--- src/hdl/u8u2_pkg.sv ---
`default_nettype none

package u8u2_pkg;

   localparam int COUNT_BITS_DEFAULT = 16;

   typedef enum logic [2:0] {
      PH_IDLE       = 3'd0,
      PH_TWO_LAST   = 3'd1,
      PH_THREE_MID  = 3'd2,
      PH_THREE_LAST = 3'd3,
      PH_DISCARD    = 3'd4
   } phase_type;

   typedef enum logic [1:0] {
      KIND_CHAR  = 2'd0,
      KIND_END   = 2'd1,
      KIND_ERROR = 2'd2
   } kind_type;

   typedef struct packed {
      kind_type    kind;
      logic [15:0] code_unit;
      logic [15:0] byte_count;
   } rsp_word_type;

endpackage

`default_nettype wire

--- src/hdl/utf8_to_ucs2_decoder_top.sv ---
// A result word is written into the response queue when the byte that produces it is accepted.
// Throughput: one byte per cycle; decode is combinational into a
// two-word response queue, so req_ready drops only when that queue is full.
// Reset (synchronous, active high) clears phase, partial code, byte count
// and the response queue.
`default_nettype none

module utf8_to_ucs2_decoder_top #(
   parameter int COUNT_BITS = u8u2_pkg::COUNT_BITS_DEFAULT
) (
   input  wire logic        clock,
   input  wire logic        reset,
   input  wire logic        req_valid,
   output logic             req_ready,
   input  wire logic [7:0]  req_in_byte,
   output logic             rsp_valid,
   input  wire logic        rsp_ready,
   output logic [1:0]       rsp_kind,
   output logic [15:0]      rsp_code_unit,
   output logic [15:0]      rsp_byte_count
);

   localparam int WideBits = (COUNT_BITS > 16) ? COUNT_BITS : 16;
   localparam logic [COUNT_BITS-1:0] CountMax = '1;

   u8u2_pkg::phase_type    phase_ff;
   u8u2_pkg::phase_type    phase_in;
   logic [15:0]            partial_ff;
   logic [15:0]            partial_in;
   logic [COUNT_BITS-1:0]  count_ff;
   logic [COUNT_BITS-1:0]  count_in;
   logic [COUNT_BITS-1:0]  count_sat;
   logic [WideBits-1:0]    count_wide;
   logic [WideBits-1:0]    sat_wide;
   logic [15:0]            shown_now;
   logic [15:0]            shown_sat;
   logic                   accept;
   logic                   cont;
   logic                   is_zero;
   logic                   push;
   logic                   full;
   u8u2_pkg::rsp_word_type push_word;
   u8u2_pkg::rsp_word_type head_word;

   assign req_ready = !full;
   assign accept    = req_valid && req_ready;
   assign cont      = (req_in_byte[7:6] == 2'b10);
   assign is_zero   = (req_in_byte == 8'h00);

   assign count_sat  = (count_ff >= CountMax - COUNT_BITS'(1)) ? CountMax
                                                               : count_ff + COUNT_BITS'(2);
   assign count_wide = WideBits'(count_ff);
   assign sat_wide   = WideBits'(count_sat);
   assign shown_now  = (count_wide > WideBits'(16'hFFFF)) ? 16'hFFFF : count_wide[15:0];
   assign shown_sat  = (sat_wide > WideBits'(16'hFFFF)) ? 16'hFFFF : sat_wide[15:0];

   always_comb begin
      phase_in             = phase_ff;
      partial_in           = partial_ff;
      count_in             = count_ff;
      push                 = 1'b0;
      push_word.kind       = u8u2_pkg::KIND_ERROR;
      push_word.code_unit  = 16'h0000;
      push_word.byte_count = shown_now;
      case (phase_ff)
         u8u2_pkg::PH_TWO_LAST, u8u2_pkg::PH_THREE_LAST: begin
            push = 1'b1;
            if (cont) begin
               push_word.kind       = u8u2_pkg::KIND_CHAR;
               push_word.code_unit  = partial_ff | {10'b0, req_in_byte[5:0]};
               push_word.byte_count = shown_sat;
               count_in             = count_sat;
               phase_in             = u8u2_pkg::PH_IDLE;
               partial_in           = 16'h0000;
            end else begin
               partial_in = 16'h0000;
               if (is_zero) begin
                  phase_in = u8u2_pkg::PH_IDLE;
                  count_in = '0;
               end else begin
                  phase_in = u8u2_pkg::PH_DISCARD;
               end
            end
         end
         u8u2_pkg::PH_THREE_MID: begin
            if (cont) begin
               partial_in = partial_ff | {4'b0, req_in_byte[5:0], 6'b0};
               phase_in   = u8u2_pkg::PH_THREE_LAST;
            end else begin
               push       = 1'b1;
               partial_in = 16'h0000;
               if (is_zero) begin
                  phase_in = u8u2_pkg::PH_IDLE;
                  count_in = '0;
               end else begin
                  phase_in = u8u2_pkg::PH_DISCARD;
               end
            end
         end
         u8u2_pkg::PH_DISCARD: begin
            if (is_zero) begin
               phase_in   = u8u2_pkg::PH_IDLE;
               partial_in = 16'h0000;
               count_in   = '0;
            end
         end
         default: begin
            if (is_zero) begin
               push           = 1'b1;
               push_word.kind = u8u2_pkg::KIND_END;
               phase_in       = u8u2_pkg::PH_IDLE;
               partial_in     = 16'h0000;
               count_in       = '0;
            end else if (!req_in_byte[7]) begin
               push                 = 1'b1;
               push_word.kind       = u8u2_pkg::KIND_CHAR;
               push_word.code_unit  = {8'h00, req_in_byte};
               push_word.byte_count = shown_sat;
               count_in             = count_sat;
               phase_in             = u8u2_pkg::PH_IDLE;
               partial_in           = 16'h0000;
            end else if (req_in_byte[7:5] == 3'b110) begin
               partial_in = {5'b0, req_in_byte[4:0], 6'b0};
               phase_in   = u8u2_pkg::PH_TWO_LAST;
            end else if (req_in_byte[7:4] == 4'b1110) begin
               partial_in = {req_in_byte[3:0], 12'b0};
               phase_in   = u8u2_pkg::PH_THREE_MID;
            end else begin
               push       = 1'b1;
               partial_in = 16'h0000;
               phase_in   = u8u2_pkg::PH_DISCARD;
            end
         end
      endcase
   end

   always_ff @(posedge clock) begin
      if (reset) begin
         phase_ff   <= u8u2_pkg::PH_IDLE;
         partial_ff <= 16'h0000;
         count_ff   <= '0;
      end else if (accept) begin
         phase_ff   <= phase_in;
         partial_ff <= partial_in;
         count_ff   <= count_in;
      end
   end

   u8u2_rsp_fifo rsp_fifo (
      .clock      (clock),
      .reset      (reset),
      .push       (accept && push),
      .push_word  (push_word),
      .full       (full),
      .pop        (rsp_ready),
      .head_valid (rsp_valid),
      .head_word  (head_word)
   );

   assign rsp_kind       = head_word.kind;
   assign rsp_code_unit  = head_word.code_unit;
   assign rsp_byte_count = head_word.byte_count;

`ifndef SYNTHESIS
   a_code_zero: assert property (@(posedge clock) disable iff (reset)
      (rsp_valid && (rsp_kind != u8u2_pkg::KIND_CHAR)) |-> (rsp_code_unit == 16'h0000))
      else $error("end or error word with nonzero code unit");
   a_kind_legal: assert property (@(posedge clock) disable iff (reset)
      rsp_valid |-> (rsp_kind == u8u2_pkg::KIND_CHAR || rsp_kind == u8u2_pkg::KIND_END ||
                     rsp_kind == u8u2_pkg::KIND_ERROR))
      else $error("illegal response kind");
   a_discard_hold: assert property (@(posedge clock) disable iff (reset)
      (accept && (phase_ff == u8u2_pkg::PH_DISCARD) && !is_zero) |=>
      (phase_ff == u8u2_pkg::PH_DISCARD))
      else $error("left discard before zero byte");
   a_discard_quiet: assert property (@(posedge clock) disable iff (reset)
      (phase_ff == u8u2_pkg::PH_DISCARD) |-> !push)
      else $error("response produced while discarding");
`endif

endmodule

`default_nettype wire

--- src/hdl/u8u2_rsp_fifo.sv ---
`default_nettype none

module u8u2_rsp_fifo (
   input  wire logic                   clock,
   input  wire logic                   reset,
   input  wire logic                   push,
   input  wire u8u2_pkg::rsp_word_type push_word,
   output logic                        full,
   input  wire logic                   pop,
   output logic                        head_valid,
   output u8u2_pkg::rsp_word_type      head_word
);

   u8u2_pkg::rsp_word_type entry_ff [2];
   logic       wr_ptr_ff;
   logic       wr_ptr_in;
   logic       rd_ptr_ff;
   logic       rd_ptr_in;
   logic [1:0] count_ff;
   logic [1:0] count_in;
   logic       do_pop;

   assign full       = (count_ff == 2'd2);
   assign head_valid = (count_ff != 2'd0);
   assign head_word  = entry_ff[rd_ptr_ff];
   assign do_pop     = pop && head_valid;

   always_comb begin
      wr_ptr_in = push ? ~wr_ptr_ff : wr_ptr_ff;
      rd_ptr_in = do_pop ? ~rd_ptr_ff : rd_ptr_ff;
      count_in  = count_ff;
      if (push && !do_pop) begin
         count_in = count_ff + 2'd1;
      end else if (!push && do_pop) begin
         count_in = count_ff - 2'd1;
      end
   end

   always_ff @(posedge clock) begin
      if (push) begin
         entry_ff[wr_ptr_ff] <= push_word;
      end
   end

   always_ff @(posedge clock) begin
      if (reset) begin
         wr_ptr_ff <= 1'b0;
         rd_ptr_ff <= 1'b0;
         count_ff  <= 2'd0;
      end else begin
         wr_ptr_ff <= wr_ptr_in;
         rd_ptr_ff <= rd_ptr_in;
         count_ff  <= count_in;
      end
   end

`ifndef SYNTHESIS
   a_no_push_full: assert property (@(posedge clock) disable iff (reset)
      push |-> !full) else $error("push into full response queue");
   a_count_range: assert property (@(posedge clock) disable iff (reset)
      count_ff != 2'd3) else $error("response queue count out of range");
   a_ptr_gap: assert property (@(posedge clock) disable iff (reset)
      (count_ff == 2'd1) |-> (wr_ptr_ff != rd_ptr_ff))
      else $error("response queue pointers disagree with count");
`endif

endmodule

`default_nettype wire

--- config.mk ---
export PLATFORM = sky130hd
export DESIGN_NAME = utf8_to_ucs2_decoder_top
export DESIGN_NICKNAME = d
export VERILOG_FILES = /design/src/hdl/u8u2_pkg.sv /design/src/hdl/utf8_to_ucs2_decoder_top.sv /design/src/hdl/u8u2_rsp_fifo.sv
export SDC_FILE = /design/constraint.sdc
export NUM_CORES = 1
export LEC_CHECK = 0
export BUFFER_PORTS_ARGS = -buffer_cell sky130_fd_sc_hd__buf_2
export CORE_AREA = 2 2 94 96
export CTS_BUF_LIST = sky130_fd_sc_hd__clkbuf_16
export CTS_CLUSTER_DIAMETER = 150
export DETAILED_ROUTE_END_ITERATION = 7
export DIE_AREA = 0 0 96 98
export GPL_TIMING_DRIVEN = 0
export MAX_ROUTING_LAYER = met4
export PLACE_DENSITY = 0.9
export SLEW_MARGIN = 20
export SYNTH_ARGS = -nofsm -noshare
export SYNTH_HDL_FRONTEND = slang
export SYNTH_SLANG_ARGS = --single-unit
--- constraint.sdc ---
create_clock -name clock -period 4.18 [get_ports clock]
set_input_delay 0.627 -clock clock [delete_from_list [all_inputs] [get_ports clock]]
set_output_delay 0.627 -clock clock [all_outputs]
set_load 0.05 [all_outputs]
==> impl_metrics.toml, run 1 <==
[route]
dr_total_vias = 3624
drc_errors = 0
firstDrtPassIters = 5
drt_iter0_drc = 392
routed_wl_mm = 11.1
ant_nets = 0
vias_per_cell = 6.36
wl_per_cell_um = 19.4

[yosys]
yosys_warnings = 0
ys.flop_type = "edfxtp_1"
synth_edf_count = 68
async_flop_share_pct = 0
syn_inst = 399
ys_types = 69
synth_area_mm2 = 0.00484
avgSynthCellArea_um2 = 12.1
ys_seq_area_share_pct = 56.3
ys_ff_latch = 102
synthesis.nets = 413

[critical_path]
start_kind = "flop"
crit_arrival_ps = 2930
rrSetupSlack_ps = 1350
max_stage_delay_ps = 420
crit_path_cell_trace = "clkbuf_1, and4_1, clkbuf_1, nand4_1, clkbuf_1, nand2_1, a21oi_1, o21ai_0"
crit_required_ps = 4280
r2r_end = "rsp_fifo.entry_ff[1][11]"
r2r_cells = 8
endpoint_kind = "flop"
crit_slowest_cell = "nand4_1"
crit_type = "reg2reg"
timing.rr.start = "count_ff[1]"
critPathMostFrequentCell = "clkbuf_1"
worst-path-max-fanout = 10

[sta]
hold_viol = 0
setup_viol_count_final = 0
min_period_over_period_pct = 67.7
clock.fmax_mhz = 354
min_period_ps = 2830
fin_tns_setup_ps = 0
fin_skew_ps = 8.10
finalMaxSlewViolations = 0
rsz0062_at_grt = "false"
max_slew.worst_pin.slew_ps = 729
maxSlewHeadroom_pct = 51.3

[clock_network]
root_buffer = "clkbuf_16"
htree_levels = 3
cts_hold_buf = 0
cts_setup_buffers = 0
postCtsResizedCells = 0
cts_buffer_depth = 2
cts.sinks = 102
cts.reportedPaths.clkPinSlew_ps = 70
cts_buffers = 9
cts_tree = "built"
clock_latency_ps = 340

[cells_and_area]
layout.nets = 471
fin_util_pct = 65.7
syn_to_final_growth_pct = 14.9
fillCellCount = 592
final_common_cell = "edfxtp_1"
diodes = 0
drive_gt1_share_pct = 28.6
layout_common_cells = "edfxtp_1, buf_2, mux2_2"

[placed_design]
dp_hpwl_mm = 7.52
portBuffers = 45
gp_congestion = 0.946

[global_route]
grt_pass1_wl_mm = 17.8
first_global_vias = 3497
grt_max_degree = 33
grt-ovfl-total = 0
antenna_found_initial = 0
track_usage_pct = 25.4

[job]
maxCapViolCount = 0

[floorplan]
pin_count = 48
rows = 34
die_area_mm2 = 0.00941
core_area_mm2 = 0.00847
die_h_um = 98
die_w_um = 96
start_util_pct = 57.2

[power]
combPwrFrac_pct = 35.9
ir_drop_mv = 0.289
p_int_mw = 2.07
leakage_nw = 2.10
power_density_mw_per_mm2 = 599
switching_share_pct = 38.0
seq_power_share_pct = 38.7
clkPwrFrac_pct = 25.4
p_switching_mw = 1.26

[outcome]
status = "finished clean"

[worst_hold_path]
hold_depth = 1
hold_path.startpoint = "partial_ff[10]"
hp-class = "reg2reg"
hold_path_end = "partial_ff[10]"
## critical path, delay by kind of cell (launching register included)
kind	cells	cell delay, ps
AOI/OAI and AO/OA	2	450
buffers and inverters	3	980
and+or+nand+nor	3	800
DFF	1	340
## power groups by stage
stage	clock network, mW	registers (mW)	logic [mW]
final	0.845	1.29	1.19
after global routing	0.889	1.30	1.27
after CTS	0.854	1.29	1.20
after detailed placement	0	1.31	1.19
after global placement	0	1.31	1.13
after floorplan	0	1.30	0.931
## cell type report
cell class	instances	area (um2)	area share [%]
well taps	108	135	2.43
plain buffers	26	115	2.07
repair buffers	47	273	4.90
inverters	6	22.5	0.405
clock inverters	7	81.3	1.46
multi-input cells	265	1990	35.7
flip-flops and latches	102	2720	49.0
clock buffers	9	225	4.05
## kinds of logic after synthesis
| logic type | Yosys count | synth area share, % |
|---|---|---|
| DFF | 102 | 56.3 |
| adders and majority gates | 2 | 0.517 |
| muxes | 43 | 9.88 |
| and+or+nand+nor | 117 | 13.9 |
| xor gates and xnor gates | 4 | 0.724 |
| AOI/OAI and AO/OA | 99 | 15.8 |
| buffers and inverters | 32 | 2.84 |
## synth_stat cells (3+ instances only)
| cell | count | area [um2] |
|---|---|---|
| a221o_1 | 6 | 60.1 |
| nand2b_1 | 5 | 31.3 |
| and2_1 | 15 | 93.8 |
| and3_1 | 11 | 68.8 |
| a31oi_1 | 8 | 50.1 |
| o21ai_0 | 14 | 70.1 |
| nor3_1 | 3 | 15.0 |
| nand4_1 | 4 | 25.0 |
| clkbuf_1 | 16 | 60.1 |
| a211oi_1 | 4 | 30.0 |
| and4_1 | 5 | 43.8 |
| a22o_1 | 6 | 52.6 |
| a21oi_1 | 25 | 125 |
| nor2_1 | 21 | 78.8 |
| a21o_1 | 5 | 37.5 |
| mux2i_1 | 5 | 50.1 |
| nor2b_1 | 5 | 31.3 |
| mux2_2 | 38 | 428 |
| inv_1 | 6 | 22.5 |
| xor2_1 | 3 | 26.3 |
| or2_2 | 3 | 18.8 |
| buf_1 | 3 | 11.3 |
| buf_2 | 5 | 25.0 |
| nand2_1 | 18 | 67.6 |
| dfxtp_1 | 34 | 681 |
| nand3_1 | 10 | 50.1 |
| edfxtp_1 | 68 | 2040 |
## state kept, by name, summed over array words and instances, names as in the netlist, named ones only
register and flops:
rsp_fifo.entry_ff 68, count_ff 16, partial_ff 10, phase_ff 3, rsp_fifo.rd_ptr_ff 1, rsp_fifo.wr_ptr_ff 1, rsp_fifo.count_ff 2
## how the worst max path moves through the flow
| stage | from | endpoint | slack [ps] | cells past startpoint |
|---|---|---|---|---|
| 2_1_floorplan | req_in_byte[7] | rsp_fifo.entry_ff[0][0] | 850 | 5 |
| 3_3_place_gp | req_in_byte[6] | rsp_fifo.entry_ff[0][10] | 110 | 5 |
| 3_5_place_dp | req_in_byte[6] | rsp_fifo.entry_ff[0][3] | 1340 | 7 |
| 4_1_cts | flop | rsp_byte_count[13] | 1340 | 4 |
| 5_1_grt | count_ff[1] | rsp_fifo.entry_ff[0][11] | 1270 | 8 |
| 6_report | count_ff[1] | rsp_fifo.entry_ff[1][11] | 1350 | 8 |
## per-layer routing
layer  GRT usage (%)  up-vias  part of all wire (%)
met5               -        -                     0
met4            11.2        0                   3.5
li1                -     1652                     -
met3            4.24       43                   7.3
met1            32.8     1709                    40
met2            39.3      220                    50
## metrics by stage
step / hold WS (ps) / setup slack [ps] / instances / cell area [um2] / power (mW)
CTS: 477 / 1340 / 570 / 5560 / 3.34
global route: 486 / 1270 / 570 / 5560 / 3.46
global placement: 449 / 110 / 552 / 5200 / 2.44
floorplan: 434 / 851 / 399 / 4840 / 2.23
finish: 475 / 1350 / 570 / 5560 / 3.33
detailed placement: 454 / 1340 / 554 / 5260 / 2.50
No activity file was read; power rests on OpenSTA's default activity.
==> run 2, diff against run 1 <==
- ABC_AREA: not set -> 1
- CORE_AREA: 2 2 94 96 -> 2 2 102 104
- DIE_AREA: 0 0 96 98 -> 0 0 104 106
- PLACE_DENSITY: 0.9 -> 0.87
- clock period: 4.18 -> 2.39 ns (I/O delays scaled with it)
==> impl_metrics.toml, run 2 <==
[cells_and_area]
diodes = 0
final_common_cell = "nand2_1"
layout_common_cells = "nand2_1, edfxtp_1, inv_1"
top_register = "rsp_fifo.entry_ff"
fin_cells = 774
drive_gt1_share_pct = 24.3
syn_to_final_growth_pct = 16.0
layout.nets = 647
reg.largest.list = "rsp_fifo.entry_ff x68, count_ff x16, partial_ff x10"
multi_input_area_mm2 = 0.00218
fin_util_pct = 61.1
fillCellCount = 820
largest_reg_flops = 68
seq_area_mm2 = 0.00273

[yosys]
synth_area_mm2 = 0.00527
synth_compound_area_share_pct = 13.0
ys_seq_area_share_pct = 51.7
yosys.area.top_type = "edfxtp_1"
synth_fa_ha_area_share_pct = 0.475
syn_inst = 566
synth-xor-area-share_pct = 0.499
synth_area_leaders = "edfxtp_1, dfxtp_1, mux2_2"
synth.top_cell.area_share_pct = 38.8
synth_edf_count = 68
ys_ff_latch = 102
async_flop_share_pct = 0
ys_types = 40
yosysMostFrequentCell = "nand2_1"
avgSynthCellArea_um2 = 9.30
synthesis.nets = 580
ys.flop_type = "edfxtp_1"
synthSimpleGateAreaFrac_pct = 19.7
synth_top_family_by_area = "simple AND/OR/NAND/NOR gates"
yosys-mux-area-fraction_pct = 7.27
yosys_warnings = 0
ys_top_cells_by_count = "nand2_1, edfxtp_1, nor2_1"

[critical_path]
crit_type = "reg2reg"
worst-path-max-fanout = 27
timing.rr.start = "phase_ff[0]"
endpoint_kind = "flop"
crit_arrival_ps = 2290
crit_required_ps = 2450
r2r_cells = 10
rrSetupSlack_ps = 160
start_kind = "flop"
r2r_end = "rsp_fifo.entry_ff[1][0]"

[route]
drc_errors = 0
routed_wl_mm = 13.2
vias_per_cell = 5.71
dr_total_vias = 4420
route.met3.wl_um = 900
highest_layer = "met4"
firstDrtPassIters = 5
met2WireLength_mm = 6.33
wl_per_cell_um = 17.0
ant_nets = 0
drt_iter0_drc = 594
wl_met1_mm = 5.59

[power]
clkPwrFrac_pct = 20.9
ir_drop_mv = 0.679
p_int_mw = 4.16
p_switching_mw = 3.16
switching_share_pct = 43.1
combPwrFrac_pct = 43.4
leakage_nw = 2.35
power_density_mw_per_mm2 = 1200
seq_power_share_pct = 35.7

[sta]
fin_tns_setup_ps = 0
clock.fmax_mhz = 448
finalMaxSlewViolations = 0
hold_viol = 0
finalHoldWorstSlack_ps = 267
min_period_ps = 2230
max_slew.worst_pin.slew_ps = 541
fin_skew_ps = 9.83
setup_viol_count_final = 0
setup_ws_ps = 159
min_period_over_period_pct = 93.4
rsz0062_at_grt = "false"
maxSlewHeadroom_pct = 63.9

[global_route]
grt-ovfl-total = 0
track_usage_pct = 24.6
antenna_found_initial = 0
grt_pass1_wl_mm = 20.7
first_global_vias = 4152
grt_max_degree = 28

[placed_design]
dp.cells = 750
dp_worst_setup_slack_ps = 53.7
portBuffers = 46
dp_hpwl_mm = 9.51
gp_congestion = 0.963

[clock_network]
cts_buffer_depth = 2
cts_tree = "built"
cts.sinks = 102
cts_buffers = 9
clock_latency_ps = 360
cts_hold_buf = 0
root_buffer = "clkbuf_16"
htree_levels = 3
cts.reportedPaths.clkPinSlew_ps = 70

[job]
maxCapViolCount = 0

[floorplan]
die_area_mm2 = 0.0110
rows = 37
pin_count = 48
die_h_um = 106
core_area_mm2 = 0.0100
start_util_pct = 52.7
die_w_um = 104

[worst_hold_path]
hold_path_end = "partial_ff[8]"
hp-class = "in2reg"
hold_depth = 3
hold_path.startpoint = "req_in_byte[2]"

[outcome]
status = "finished clean"
[run 2: changes by cell type after synthesis, moves of 21 or more]
cell,change
inv_1,+52
nand3_1,+21
o21ai_0,+21
nand2_1,+69
nor2_1,+39
[run 2: cells by family after synthesis]
logic type               Yosys count
AND/OR/NAND/NOR                  215
buffers and inverters             91
flip-flops                       102
multiplexers                      34
XOR/XNOR                           3
AO/OA/AOI/OAI                    119
adder cells (fa/ha/maj)            2
[run 2: worst max path at each step]
stage                           start                        to
final                     phase_ff[0]   rsp_fifo.entry_ff[1][0]
after global routing      count_ff[2]  rsp_fifo.entry_ff[1][15]
after CTS                 phase_ff[0]   rsp_fifo.entry_ff[1][7]
after detailed placement         flop          rsp_code_unit[8]
after global placement    phase_ff[0]   rsp_fifo.entry_ff[1][2]
after floorplan           phase_ff[2]   rsp_fifo.entry_ff[1][0]
[run 2: power groups by stage]
| stage | sequential, mW | combinational (mW) | clock (mW) |
|---|---|---|---|
| after floorplan | 2.56 | 2.39 | 0 |
| after global placement | 2.60 | 2.95 | 0 |
| after detailed placement | 2.63 | 3.09 | 0 |
| after CTS | 2.61 | 3.08 | 1.54 |
| after global routing | 2.65 | 3.38 | 1.59 |
| final | 2.62 | 3.17 | 1.53 |
[run 2: stage by stage]
step	area [um2]	power [mW]
detailed placement	5720	5.72
finish	6110	7.32
floorplan	5270	4.94
global route	6110	7.63
CTS	6040	7.23
global placement	5670	5.55
[run 2: critical path: stages, from the launching register on]
cell and delay [ps]:
dfxtp_2 380, inv_2 70, nor2_4 180, inv_2 80
buf_6 160, nand2_8 110, nor2_1 50, nor3_2 200
inv_1 140, nor2_4 290, buf_12 230
[run 2: timing repair]
item,CTS,global route
resized for setup,3,3
pin swaps,0,4
buffers inserted,0,9
endpoints found under the setup margin,30,58
[run 2: layout make-up]
type | instances | share of cell area (%)
Buffer | 21 | 1.95
Clock buffer | 9 | 3.69
Clock inverter | 7 | 1.49
Inverter | 69 | 4.32
Multi-Input combinational cell | 373 | 35.6
Sequential cell | 102 | 44.6
Tap cell | 136 | 2.79
Timing Repair Buffer | 57 | 5.53
[run 2: routing by layer]
layer / GRT usage, % / vias to the layer above
li1: - / 2098
met1: 32.5 / 2123
met2: 37.7 / 169
met3: 4.17 / 30
met4: 11.0 / 0
met5: - / -
